File: src/rtl/sdq_pkg.sv
// sdq_pkg: shared types, constants and arithmetic for the stereo dither quantizer
// used by sdq_ctrl, sdq_dp and stereo_dither_quantizer; no dependencies
package sdq_pkg;

  localparam int SAMPLE_W = 40;
  localparam int SEED_W   = 31;
  localparam int DITH_W   = 16;
  localparam int PCM_W    = 16;
  localparam int PADDR_W  = 3;

  localparam logic [SEED_W-1:0] SEED_RESET = 31'h16BA2118;
  localparam logic [SEED_W-1:0] LCG_MUL    = 31'd1103515245;
  localparam logic [SEED_W-1:0] LCG_INC    = 31'd12345;

  // register word index
  localparam logic REG_DITHER_EN = 1'b0;

  // offset-binary bounds on the rounded integer part
  localparam logic [25:0] Q_LOW  = 26'h7F8000;
  localparam logic [25:0] Q_HIGH = 26'h807FFF;
  localparam logic [PCM_W-1:0] PCM_MIN = 16'h8000;
  localparam logic [PCM_W-1:0] PCM_MAX = 16'h7FFF;

  typedef enum logic [1:0] {
    ST_IDLE,
    ST_STEP_L,
    ST_QUANT
  } state_t;

  typedef struct packed {
    logic load_in;
    logic step_r;
    logic step_l;
    logic load_out;
  } cmd_t;

  typedef struct packed {
    logic dither_en;
  } status_t;

  function automatic logic [SEED_W-1:0] lcg_next(input logic [SEED_W-1:0] seed);
    logic [SEED_W-1:0] prod;
    prod = seed * LCG_MUL;
    return prod + LCG_INC;
  endfunction

  function automatic logic [PCM_W-1:0] quantize(input logic [SAMPLE_W-1:0] sample,
                                                 input logic [DITH_W-1:0] dith);
    logic [SAMPLE_W:0] u;
    logic [25:0]       q;
    logic [15:0]       frac;
    logic              rnd;
    logic [PCM_W-1:0]  res;
    u    = {1'b0, sample[SAMPLE_W-1] ^ 1'b1, sample[SAMPLE_W-2:0]}
           + {{(SAMPLE_W+1-DITH_W){1'b0}}, dith};
    frac = u[15:0];
    rnd  = (frac > 16'h8000) || ((frac == 16'h8000) && u[16]);
    q    = {1'b0, u[SAMPLE_W:16]} + {25'b0, rnd};
    if (q < Q_LOW) begin
      res = PCM_MIN;
    end else if (q > Q_HIGH) begin
      res = PCM_MAX;
    end else begin
      res = q[PCM_W-1:0];
    end
    return res;
  endfunction

endpackage

File: src/rtl/stereo_dither_quantizer.sv
// stereo_dither_quantizer: top level joining controller and datapath
// depends on sdq_pkg, sdq_ctrl and sdq_dp
//
// Quantizes one stereo frame of 40-bit samples with 16 fraction bits to two
// signed 16-bit words (right in bits 31:16, left in 15:0), rounding to nearest
// with ties to even and saturating. With dither_enable set (register at byte
// address 0), a 31-bit LCG steps once for right and once for left and its top
// 16 bits are added to each sample first. Works on one frame at a time: with
// dither a frame goes through the transfer with the right generator step, the
// left generator step on the single multiplier, then rounding into the
// output register; without dither the transfer is followed directly by
// rounding into the output register. A new frame is taken while the previous
// result waits in the output register, but its rounding stalls until that
// result is taken.
module stereo_dither_quantizer
  import sdq_pkg::*;
(
  input  logic                       clk,
  input  logic                       rst,
  input  logic                       psel,
  input  logic                       penable,
  input  logic                       pwrite,
  input  logic [PADDR_W-1:0]         paddr,
  input  logic [31:0]                pwdata,
  output logic [31:0]                prdata,
  output logic                       pready,
  input  logic                       in_valid,
  output logic                       in_ready,
  input  logic signed [SAMPLE_W-1:0] left_sample,
  input  logic signed [SAMPLE_W-1:0] right_sample,
  input  logic                       last_frame,
  output logic                       out_valid,
  input  logic                       out_ready,
  output logic [2*PCM_W-1:0]         packed_frame,
  output logic                       frame_end
);

  cmd_t    cmd;
  status_t status;

  assign pready = 1'b1;

  sdq_ctrl u_ctrl (
    .clk       (clk),
    .rst       (rst),
    .in_valid  (in_valid),
    .in_ready  (in_ready),
    .out_valid (out_valid),
    .out_ready (out_ready),
    .status    (status),
    .cmd       (cmd)
  );

  sdq_dp u_dp (
    .clk          (clk),
    .rst          (rst),
    .psel         (psel),
    .penable      (penable),
    .pwrite       (pwrite),
    .paddr        (paddr),
    .pwdata       (pwdata),
    .prdata       (prdata),
    .left_sample  (left_sample),
    .right_sample (right_sample),
    .last_frame   (last_frame),
    .packed_frame (packed_frame),
    .frame_end    (frame_end),
    .cmd          (cmd),
    .status       (status)
  );

endmodule

File: src/rtl/sdq_ctrl.sv
// sdq_ctrl: sequencing state machine and output valid flag
// depends on sdq_pkg; drives sdq_dp through cmd_t
module sdq_ctrl
  import sdq_pkg::*;
(
  input  logic    clk,
  input  logic    rst,
  input  logic    in_valid,
  output logic    in_ready,
  output logic    out_valid,
  input  logic    out_ready,
  input  status_t status,
  output cmd_t    cmd
);

  state_t state, state_next;
  logic   out_free;

  assign out_free = !out_valid || out_ready;

  always_ff @(posedge clk) begin
    if (rst) begin
      state <= ST_IDLE;
    end else begin
      state <= state_next;
    end
  end

  always_comb begin
    state_next = state;
    unique case (state)
      ST_IDLE: begin
        if (in_valid) begin
          state_next = status.dither_en ? ST_STEP_L : ST_QUANT;
        end
      end
      ST_STEP_L: state_next = ST_QUANT;
      ST_QUANT: begin
        if (out_free) begin
          state_next = ST_IDLE;
        end
      end
      default: state_next = ST_IDLE;
    endcase
  end

  always_comb begin
    in_ready     = 1'b0;
    cmd.load_in  = 1'b0;
    cmd.step_r   = 1'b0;
    cmd.step_l   = 1'b0;
    cmd.load_out = 1'b0;
    unique case (state)
      ST_IDLE: begin
        in_ready    = 1'b1;
        cmd.load_in = in_valid;
        cmd.step_r  = in_valid && status.dither_en;
      end
      ST_STEP_L: cmd.step_l = 1'b1;
      ST_QUANT:  cmd.load_out = out_free;
      default: ;
    endcase
  end

  always_ff @(posedge clk) begin
    if (rst) begin
      out_valid <= 1'b0;
    end else if (cmd.load_out) begin
      out_valid <= 1'b1;
    end else if (out_ready) begin
      out_valid <= 1'b0;
    end
  end

  a_load_out_free: assert property (@(posedge clk) disable iff (rst)
    cmd.load_out |-> (!out_valid || out_ready))
    else $error("result loaded over an untaken result");

  a_dither_path: assert property (@(posedge clk) disable iff (rst)
    (in_valid && in_ready && status.dither_en) |=> (state == ST_STEP_L))
    else $error("dithered transfer skipped the left generator step");

  a_plain_path: assert property (@(posedge clk) disable iff (rst)
    (in_valid && in_ready && !status.dither_en) |=> (state == ST_QUANT))
    else $error("plain transfer did not go straight to quantize");

endmodule

File: src/rtl/sdq_dp.sv
// sdq_dp: config register, generator, sample holding, rounding and output register
// depends on sdq_pkg; controlled by sdq_ctrl through cmd_t
module sdq_dp
  import sdq_pkg::*;
(
  input  logic                       clk,
  input  logic                       rst,
  input  logic                       psel,
  input  logic                       penable,
  input  logic                       pwrite,
  input  logic [PADDR_W-1:0]         paddr,
  input  logic [31:0]                pwdata,
  output logic [31:0]                prdata,
  input  logic signed [SAMPLE_W-1:0] left_sample,
  input  logic signed [SAMPLE_W-1:0] right_sample,
  input  logic                       last_frame,
  output logic [2*PCM_W-1:0]         packed_frame,
  output logic                       frame_end,
  input  cmd_t                       cmd,
  output status_t                    status
);

  logic                dither_en;
  logic [SEED_W-1:0]   seed;
  logic [SEED_W-1:0]   seed_next;
  logic [SAMPLE_W-1:0] left;
  logic [SAMPLE_W-1:0] right;
  logic                last;
  logic [DITH_W-1:0]   dith_r;
  logic [DITH_W-1:0]   dith_l;
  logic                step;

  assign status.dither_en = dither_en;
  assign step = cmd.step_r || cmd.step_l;

  always_ff @(posedge clk) begin
    if (rst) begin
      dither_en <= 1'b0;
    end else if (psel && penable && pwrite && paddr[2] == REG_DITHER_EN) begin
      dither_en <= pwdata[0];
    end
  end

  assign prdata = (paddr[2] == REG_DITHER_EN) ? {31'b0, dither_en} : 32'b0;

  assign seed_next = lcg_next(seed);

  always_ff @(posedge clk) begin
    if (rst) begin
      seed <= SEED_RESET;
    end else if (step) begin
      seed <= seed_next;
    end
  end

  always_ff @(posedge clk) begin
    if (cmd.load_in) begin
      left  <= left_sample;
      right <= right_sample;
      last  <= last_frame;
    end
    if (cmd.step_r) begin
      dith_r <= seed_next[SEED_W-1 -: DITH_W];
    end else if (cmd.load_in) begin
      dith_r <= '0;
    end
    if (cmd.step_l) begin
      dith_l <= seed_next[SEED_W-1 -: DITH_W];
    end else if (cmd.load_in) begin
      dith_l <= '0;
    end
    if (cmd.load_out) begin
      packed_frame <= {quantize(right, dith_r), quantize(left, dith_l)};
      frame_end    <= last;
    end
  end

  a_seed_hold: assert property (@(posedge clk) disable iff (rst)
    !step |=> $stable(seed))
    else $error("generator moved without a step");

endmodule

File: config.mk
export PLATFORM = sky130hd
export DESIGN_NAME = stereo_dither_quantizer
export DESIGN_NICKNAME = d
export VERILOG_FILES = /design/src/rtl/sdq_pkg.sv /design/src/rtl/stereo_dither_quantizer.sv /design/src/rtl/sdq_ctrl.sv /design/src/rtl/sdq_dp.sv
export SDC_FILE = /design/constraint.sdc
export NUM_CORES = 1
export LEC_CHECK = 0
export BUFFER_PORTS_ARGS = -buffer_cell sky130_fd_sc_hd__buf_2
export CAP_MARGIN = 40
export CORE_ASPECT_RATIO = 2
export CORE_MARGIN = 2
export CORE_UTILIZATION = 56
export DETAILED_ROUTE_END_ITERATION = 8
export PLACE_DENSITY_LB_ADDON = 0.3
export SETUP_SLACK_MARGIN = 0.4
export SYNTH_ARGS = -nofsm -noshare
export SYNTH_HDL_FRONTEND = slang
export SYNTH_SLANG_ARGS = --single-unit
export TNS_END_PERCENT = 10
File: constraint.sdc
create_clock -name clk -period 6.5 [get_ports clk]
set_input_delay 1.3 -clock clk [delete_from_list [all_inputs] [get_ports clk]]
set_output_delay 1.3 -clock clk [all_outputs]
set_load 0.005 [all_outputs]
# Word-level counts from Yosys, hierarchy flattened
# Cells that the tools add are included.
# op_classes
addsub	5
n_mul	1
n_lt_le_gt_ge	6
n_eq_ne	6
mux	16
n_bitwise	3
n_reduce_logical	16
# op_table
operator	count
adder 40 x 16 -> 41 bit	2
two-way mux 16 bit	5
adder 25 x 1 -> 26 bit	2
greater-than comparator 26 x 24 -> 1 bit, second input constant	2
< comparator 26 x 23 -> 1 bit, second input constant	2
== test 16 bit, second input constant	2
greater-than comparator 16 bit, second input constant	2
adder 31 x 14 -> 31 bit, second input constant	1
multiplier 31 x 31 -> 31 bit, second input constant	1
two-way mux 2 bit	4
logical AND 1 bit	6
two-way mux 1 bit	6
one-hot mux 2 bit (3 select lines)	1
nonzero test 2 bit	3
logical OR 1 bit	4
inverter 1 bit	3
== test 2 x 1 -> 1 bit, second input constant	1
== test 2 bit, second input constant	1
logical NOT 2 bit	1
!= test 2 x 1 -> 1 bit, second input constant	1
!= test 2 bit, second input constant	1
AND reduction 2 bit	1
logical NOT 1 bit	1
# totals
ff_bits	181
out_inout_bits	68
word_cells	65

# Depth between registers and ports, before layout
# depth
word_depth	8
ltp_mapped	28
depth_no_buf	28

# Modules after synthesis
# From an unflattened synthesis, not the netlist that was laid out.
# hier_totals
hier_cells	2057
hier_area_um2	19827.8
# modules_own_cells
mod	instances	cells_per_inst	area_per_inst_um2	seq_area_each_um2
sdq_dp	1	2039	19671.4	5024.8
sdq_ctrl	1	16	145.1	60.1
stereo_dither_quantizer	1	2	11.3	0.0

# Worst setup path after synthesis
# OpenSTA, ideal clock, no wires.
# synth_path
path_kind	register to register
start	register u_dp.seed[6]
end	register u_dp.seed[27]
arrival_ps	6444
required_ps	6413
setup_slack_ps	-31
stages_incl_launch_ff	27
synth_period_minus_slack_ps	6531
path_cell_list	dfxtp_1 -> ha_1 -> xor2_1 -> ha_1 -> nand2b_1 -> fa_1 -> inv_1 -> fa_1 -> inv_1 -> fa_1 -> inv_1 -> fa_1 -> fa_1 -> inv_1 -> fa_1 -> ha_1 -> nand2_1 -> nor2_1 -> nand3_1 -> or4_1 -> nand3_1 -> o22ai_1 -> o21ai_0 -> a21oi_1 -> xor2_1 -> or3_1 -> o31ai_1
# synth_between
elab_chain_cells	2
# synth_rtl
item	line_no	source
start, declared	sdq_dp.sv:24	logic [SEED_W-1:0] seed;
start signal, assigned	sdq_dp.sv:52	seed <= seed_next;
multiplier 31 x 31 -> 31 bit	sdq_pkg.sv:43	prod = seed * LCG_MUL;
adder 31 x 14 -> 31 bit	sdq_pkg.sv:44	return prod + LCG_INC;
# No other way between the ends.
# A chain may end at the register's enable or synchronous reset.

# Worst setup path after layout
# layout_path
start	register u_dp.seed[8]
end	register u_dp.dith_l[13] (data pin)
# layout_between
elab_chain_cells	3
# layout_rtl
item	line_no	source
multiplier 31 x 31 -> 31 bit	sdq_pkg.sv:43	
adder 31 x 14 -> 31 bit	sdq_pkg.sv:44	
two-way mux 16 bit	sdq_dp.sv:67	if (cmd.step_l) begin
end signal, assigned	sdq_dp.sv:68	dith_l <= seed_next[SEED_W-1 -: DITH_W];
end, declared	sdq_dp.sv:30	logic [DITH_W-1:0] dith_l;
# No other way between the ends.

==> results_tabular.tex <==
\begin{tabular}{lr}
\hline
Metric & Value \\
\hline
\multicolumn{2}{l}{\textbf{Run status}} \\
\quad Result of the run & finished, violations left \\
\quad Violated checks & setup timing \\
\multicolumn{2}{l}{\textbf{Critical path}} \\
\quad Master of the slowest instance on the critical path & sky130\_fd\_sc\_hd\_\_fa\_1 \\
\quad Kind of end point of the critical path & flop \\
\quad Worst reg2reg path depth & 27 \\
\quad Type of element launching the critical path & flop \\
\quad Maximum fanout along the worst path & 3 \\
\quad Delay of the slowest cell on the worst path & 0.55 ns \\
\quad Critical path class & flop to flop \\
\quad Worst Path Arrival & 6.83 ns \\
\quad Data required time at the worst endpoint & 6.68 ns \\
\quad Cell with the most instances on the worst path & sky130\_fd\_sc\_hd\_\_fa\_1 \\
\multicolumn{2}{l}{\textbf{GRT}} \\
\quad Global routing usage on met3 & 3.67\% \\
\quad Most heavily used metal layer in global routing & met2 \\
\quad First-pass GRT wire length & 84600 µm \\
\quad Met1 track demand over resource & 25.5\% \\
\quad Vias in the first global route & 16900 \\
\quad GRT overflow & 0 \\
\quad Pin count of the biggest net entering global routing & 65 \\
\quad Initial antenna violation count & 0 \\
\quad Tot GR Track Use & 30.9\% \\
\quad Grt met2 use & 61.2\% \\
\multicolumn{2}{l}{\textbf{Die}} \\
\quad Core ar. & 34800 µm² \\
\quad Die extent in x & 136 µm \\
\quad Top-Level Pins & 191 \\
\quad Height of the chip & 269 µm \\
\quad Initial core utilization & 56.4\% \\
\quad Floorplan die area & 36700 µm² \\
\quad \# rows & 97 \\
\multicolumn{2}{l}{\textbf{Timing}} \\
\quad Measured slew at the worst slew-check pin & 0.912 ns \\
\quad Worst Clk Skew & 0.0122 ns \\
\quad Relative max-transition margin & 39.2\% \\
\quad Number of slew-limit violations in the final report & 0 \\
\quad Setup repair after global routing missed its margin & true \\
\quad Setup ws final & -0.152 ns \\
\quad Crit path time final & 6.65 ns \\
\quad Total of endpoints with negative setup slack in the final report & 15 \\
\quad Highest achievable clock rate & 150 MHz \\
\quad Hold Fails Final Rpt & 0 \\
\quad Crit share post-route & 102\% \\
\multicolumn{2}{l}{\textbf{Logic synthesis}} \\
\quad Most used DFF post-synth & sky130\_fd\_sc\_hd\_\_edfxtp\_1 \\
\quad Number of flops mapped to enable cells by yosys & 146 \\
\quad Register area share after synthesis & 25.9\% \\
\quad Number of different library cells in the post-synthesis netlist & 98 \\
\quad Share of synthesized registers carrying an async set or reset & 0\% \\
\quad Count of yosys warnings during synthesis & 0 \\
\quad Average cell area after synthesis & 9.72 µm² \\
\quad Cells after synthesis & 2020 \\
\quad Total of flip-flops plus latches after synthesis & 181 \\
\quad Cell area after synthesis & 19600 µm² \\
\multicolumn{2}{l}{\textbf{Routing}} \\
\quad Drt wl/cell & 20.0 µm \\
\quad Detailed Route WL & 55600 µm \\
\quad Detailed-route vias per instance & 5.69 \\
\quad Vias after detailed routing & 15800 \\
\quad Number of DRC markers in iteration 0 & 820 \\
\quad DRC violation count after routing & 0 \\
\quad Pre-Repair DR Iteration Count & 7 \\
\quad Antenna violation net count after detailed routing & 0 \\
\multicolumn{2}{l}{\textbf{Power and ir drop}} \\
\quad Static leakage & 10.9 nW \\
\quad Maximum resistive drop on vdd & 662 µV \\
\quad Overall power consumption & 0.00963 W \\
\quad Total power per unit cell area & 412 nW/µm² \\
\multicolumn{2}{l}{\textbf{Placed design}} \\
\quad DPL Wire Length & 46100 µm \\
\quad Buffers on Ports & 125 \\
\quad Pre-CTS worst setup slack & -0.629 ns \\
\quad Placed standard-cell area & 22000 µm² \\
\quad Final weighted congestion in routability-driven placement & 1.00 \\
\multicolumn{2}{l}{\textbf{Clock tree}} \\
\quad Clock input transition at the sequential cells of the worst setup and hold paths & 0.08 ns \\
\quad H-tree levels & 4 \\
\quad CTS tree & yes \\
\quad Number of hold-repair buffers added at the cts stage & 0 \\
\quad Number of sinks driven by the clock tree & 181 \\
\quad Clock root buffer & sky130\_fd\_sc\_hd\_\_clkbuf\_16 \\
\quad Clock insertion delay at the later pin of the skew report & 0.46 ns \\
\quad Number of buffers between clock root and the deepest sink & 2 \\
\quad Total CTS buffers & 17 \\
\multicolumn{2}{l}{\textbf{Flow run}} \\
\quad Max Cap Violations & 0 \\
\multicolumn{2}{l}{\textbf{Layout}} \\
\quad Most frequent cells in the layout & 404 x sky130\_fd\_sc\_hd\_\_inv\_1, 202 x sky130\_fd\_sc\_hd\_\_ha\_1, 184 x sky130\_fd\_sc\_hd\_\_buf\_4 \\
\quad Layout overhead on the synthesized area & 19.0\% \\
\quad Share of cells above drive strength 1 & 22.6\% \\
\quad Number of nets in the final layout & 2853 \\
\quad Filler Cell Count & 2807 \\
\quad Area occupied by registers & 5120 µm² \\
\quad Footprint of the multi-input gates & 13300 µm² \\
\quad Total non-filler cell area in the finished layout & 23400 µm² \\
\quad Final Core Density & 67.1\% \\
\quad Most common cell after layout, fill and taps aside & sky130\_fd\_sc\_hd\_\_inv\_1 \\
\multicolumn{2}{l}{\textbf{Hold path}} \\
\quad Worst min path class & flop to flop \\
\quad Cell count of the worst hold path & 0 \\
\hline
\end{tabular}
routing by layer:
metal,wire length [µm],share of wire [%]
met5,0,0
met4,5970,11
met3,1980,3.6
met2,31300,56
met1,16300,29
cells in the mapped netlist, types with 12 or more instances:
cell	instances	area, µm²
sky130_fd_sc_hd__fa_1	179	3580
sky130_fd_sc_hd__xnor2_1	83	727
sky130_fd_sc_hd__and2_1	17	106
sky130_fd_sc_hd__dfxtp_1	35	701
sky130_fd_sc_hd__clkbuf_1	27	101
sky130_fd_sc_hd__o21ai_0	63	315
sky130_fd_sc_hd__a31oi_1	16	100
sky130_fd_sc_hd__edfxtp_1	146	4380
sky130_fd_sc_hd__ha_1	232	2900
sky130_fd_sc_hd__nor3_1	24	120
sky130_fd_sc_hd__nand2b_1	19	119
sky130_fd_sc_hd__and3_1	19	119
sky130_fd_sc_hd__nand2_1	91	342
sky130_fd_sc_hd__o21a_1	21	158
sky130_fd_sc_hd__a21o_1	18	135
sky130_fd_sc_hd__xor2_1	54	473
sky130_fd_sc_hd__a211oi_1	16	120
sky130_fd_sc_hd__inv_1	418	1570
sky130_fd_sc_hd__nand4_1	22	138
sky130_fd_sc_hd__a211o_1	12	105
sky130_fd_sc_hd__a21oi_1	90	450
sky130_fd_sc_hd__o211ai_1	14	105
sky130_fd_sc_hd__nand3_1	42	210
sky130_fd_sc_hd__nor2_1	122	458
sky130_fd_sc_hd__buf_4	34	255
what timing repair did:
action	in CTS	in global routing
pin swaps	72	68
resized for setup	71	67
endpoints found under the setup margin	45	63
buffers inserted	15	6
cell families after synthesis:
logic type      Yosys count  synth area share (%)
buf+inv                 493                  10.6
simple gates            436                  11.4
fa+ha+maj               411                  33.0
compound gates          349                  12.3
flops                   181                  25.9
xor+xnor                138                  6.19
mux                      10                 0.529
other cells               2                0.0382
final cells by class:
cell class	count	area share, %
multi-input cells	1376	56.9
flip-flops and latches	181	21.9
repair buffers	325	9.56
inverters	418	6.72
well taps	445	2.38
clock buffers	20	2.05
clock inverters	12	0.439
diodes	1	0.0107
per-stage QoR:
stage          instances  setup TNS (ns)  hold slack [ns]
3_5_place_dp        2724           -8.91            0.464
2_1_floorplan       2050               0            0.400
6_report            2778           -1.11            0.452
5_1_grt             2777           -5.63            0.467
3_3_place_gp        2721           -6.41            0.417
4_1_cts             2771           -2.42            0.469
report_power, final:
group,switching (W),internal [W],leakage [nW]
sequential,0.0000558,0.00133,1.70
combinational,0.00377,0.00342,8.91
clock,0.000506,0.000548,0.282
total,0.00433,0.00530,10.9
worst paths after layout:
| check | start | endpoint | slack [ns] |
|---|---|---|---|
| worst min-delay path | u_dp.last | u_dp.frame_end | 0.45 |
| worst max-delay path | u_dp.seed[8] | u_dp.dith_l[13] | -0.15 |
| worst max register to register | u_dp.seed[8] | u_dp.dith_l[13] | -0.15 |
| worst min register to register | u_dp.last | u_dp.frame_end | 0.45 |
sequential cells by signal, indices dropped and copies added, names as in the netlist:
register           count
u_dp.left             40
u_dp.packed_frame     32
u_dp.last              1
u_dp.dith_r           16
u_dp.dith_l           16
u_dp.seed             31
u_ctrl.state           2
u_dp.right            40
u_dp.status            1
u_ctrl.out_valid       1
u_dp.frame_end         1
worst max-delay path, delay by kind of cell (launching register included):
family | cells | cell delay [ns]
xor gates and xnor gates | 1 | 0.23
AOI/OAI and AO/OA | 4 | 0.62
and+or+nand+nor | 3 | 0.59
buffers and inverters | 10 | 0.85
DFF | 1 | 0.37
adders and majority gates | 9 | 3.72
Power figures use the tool's default switching activity.
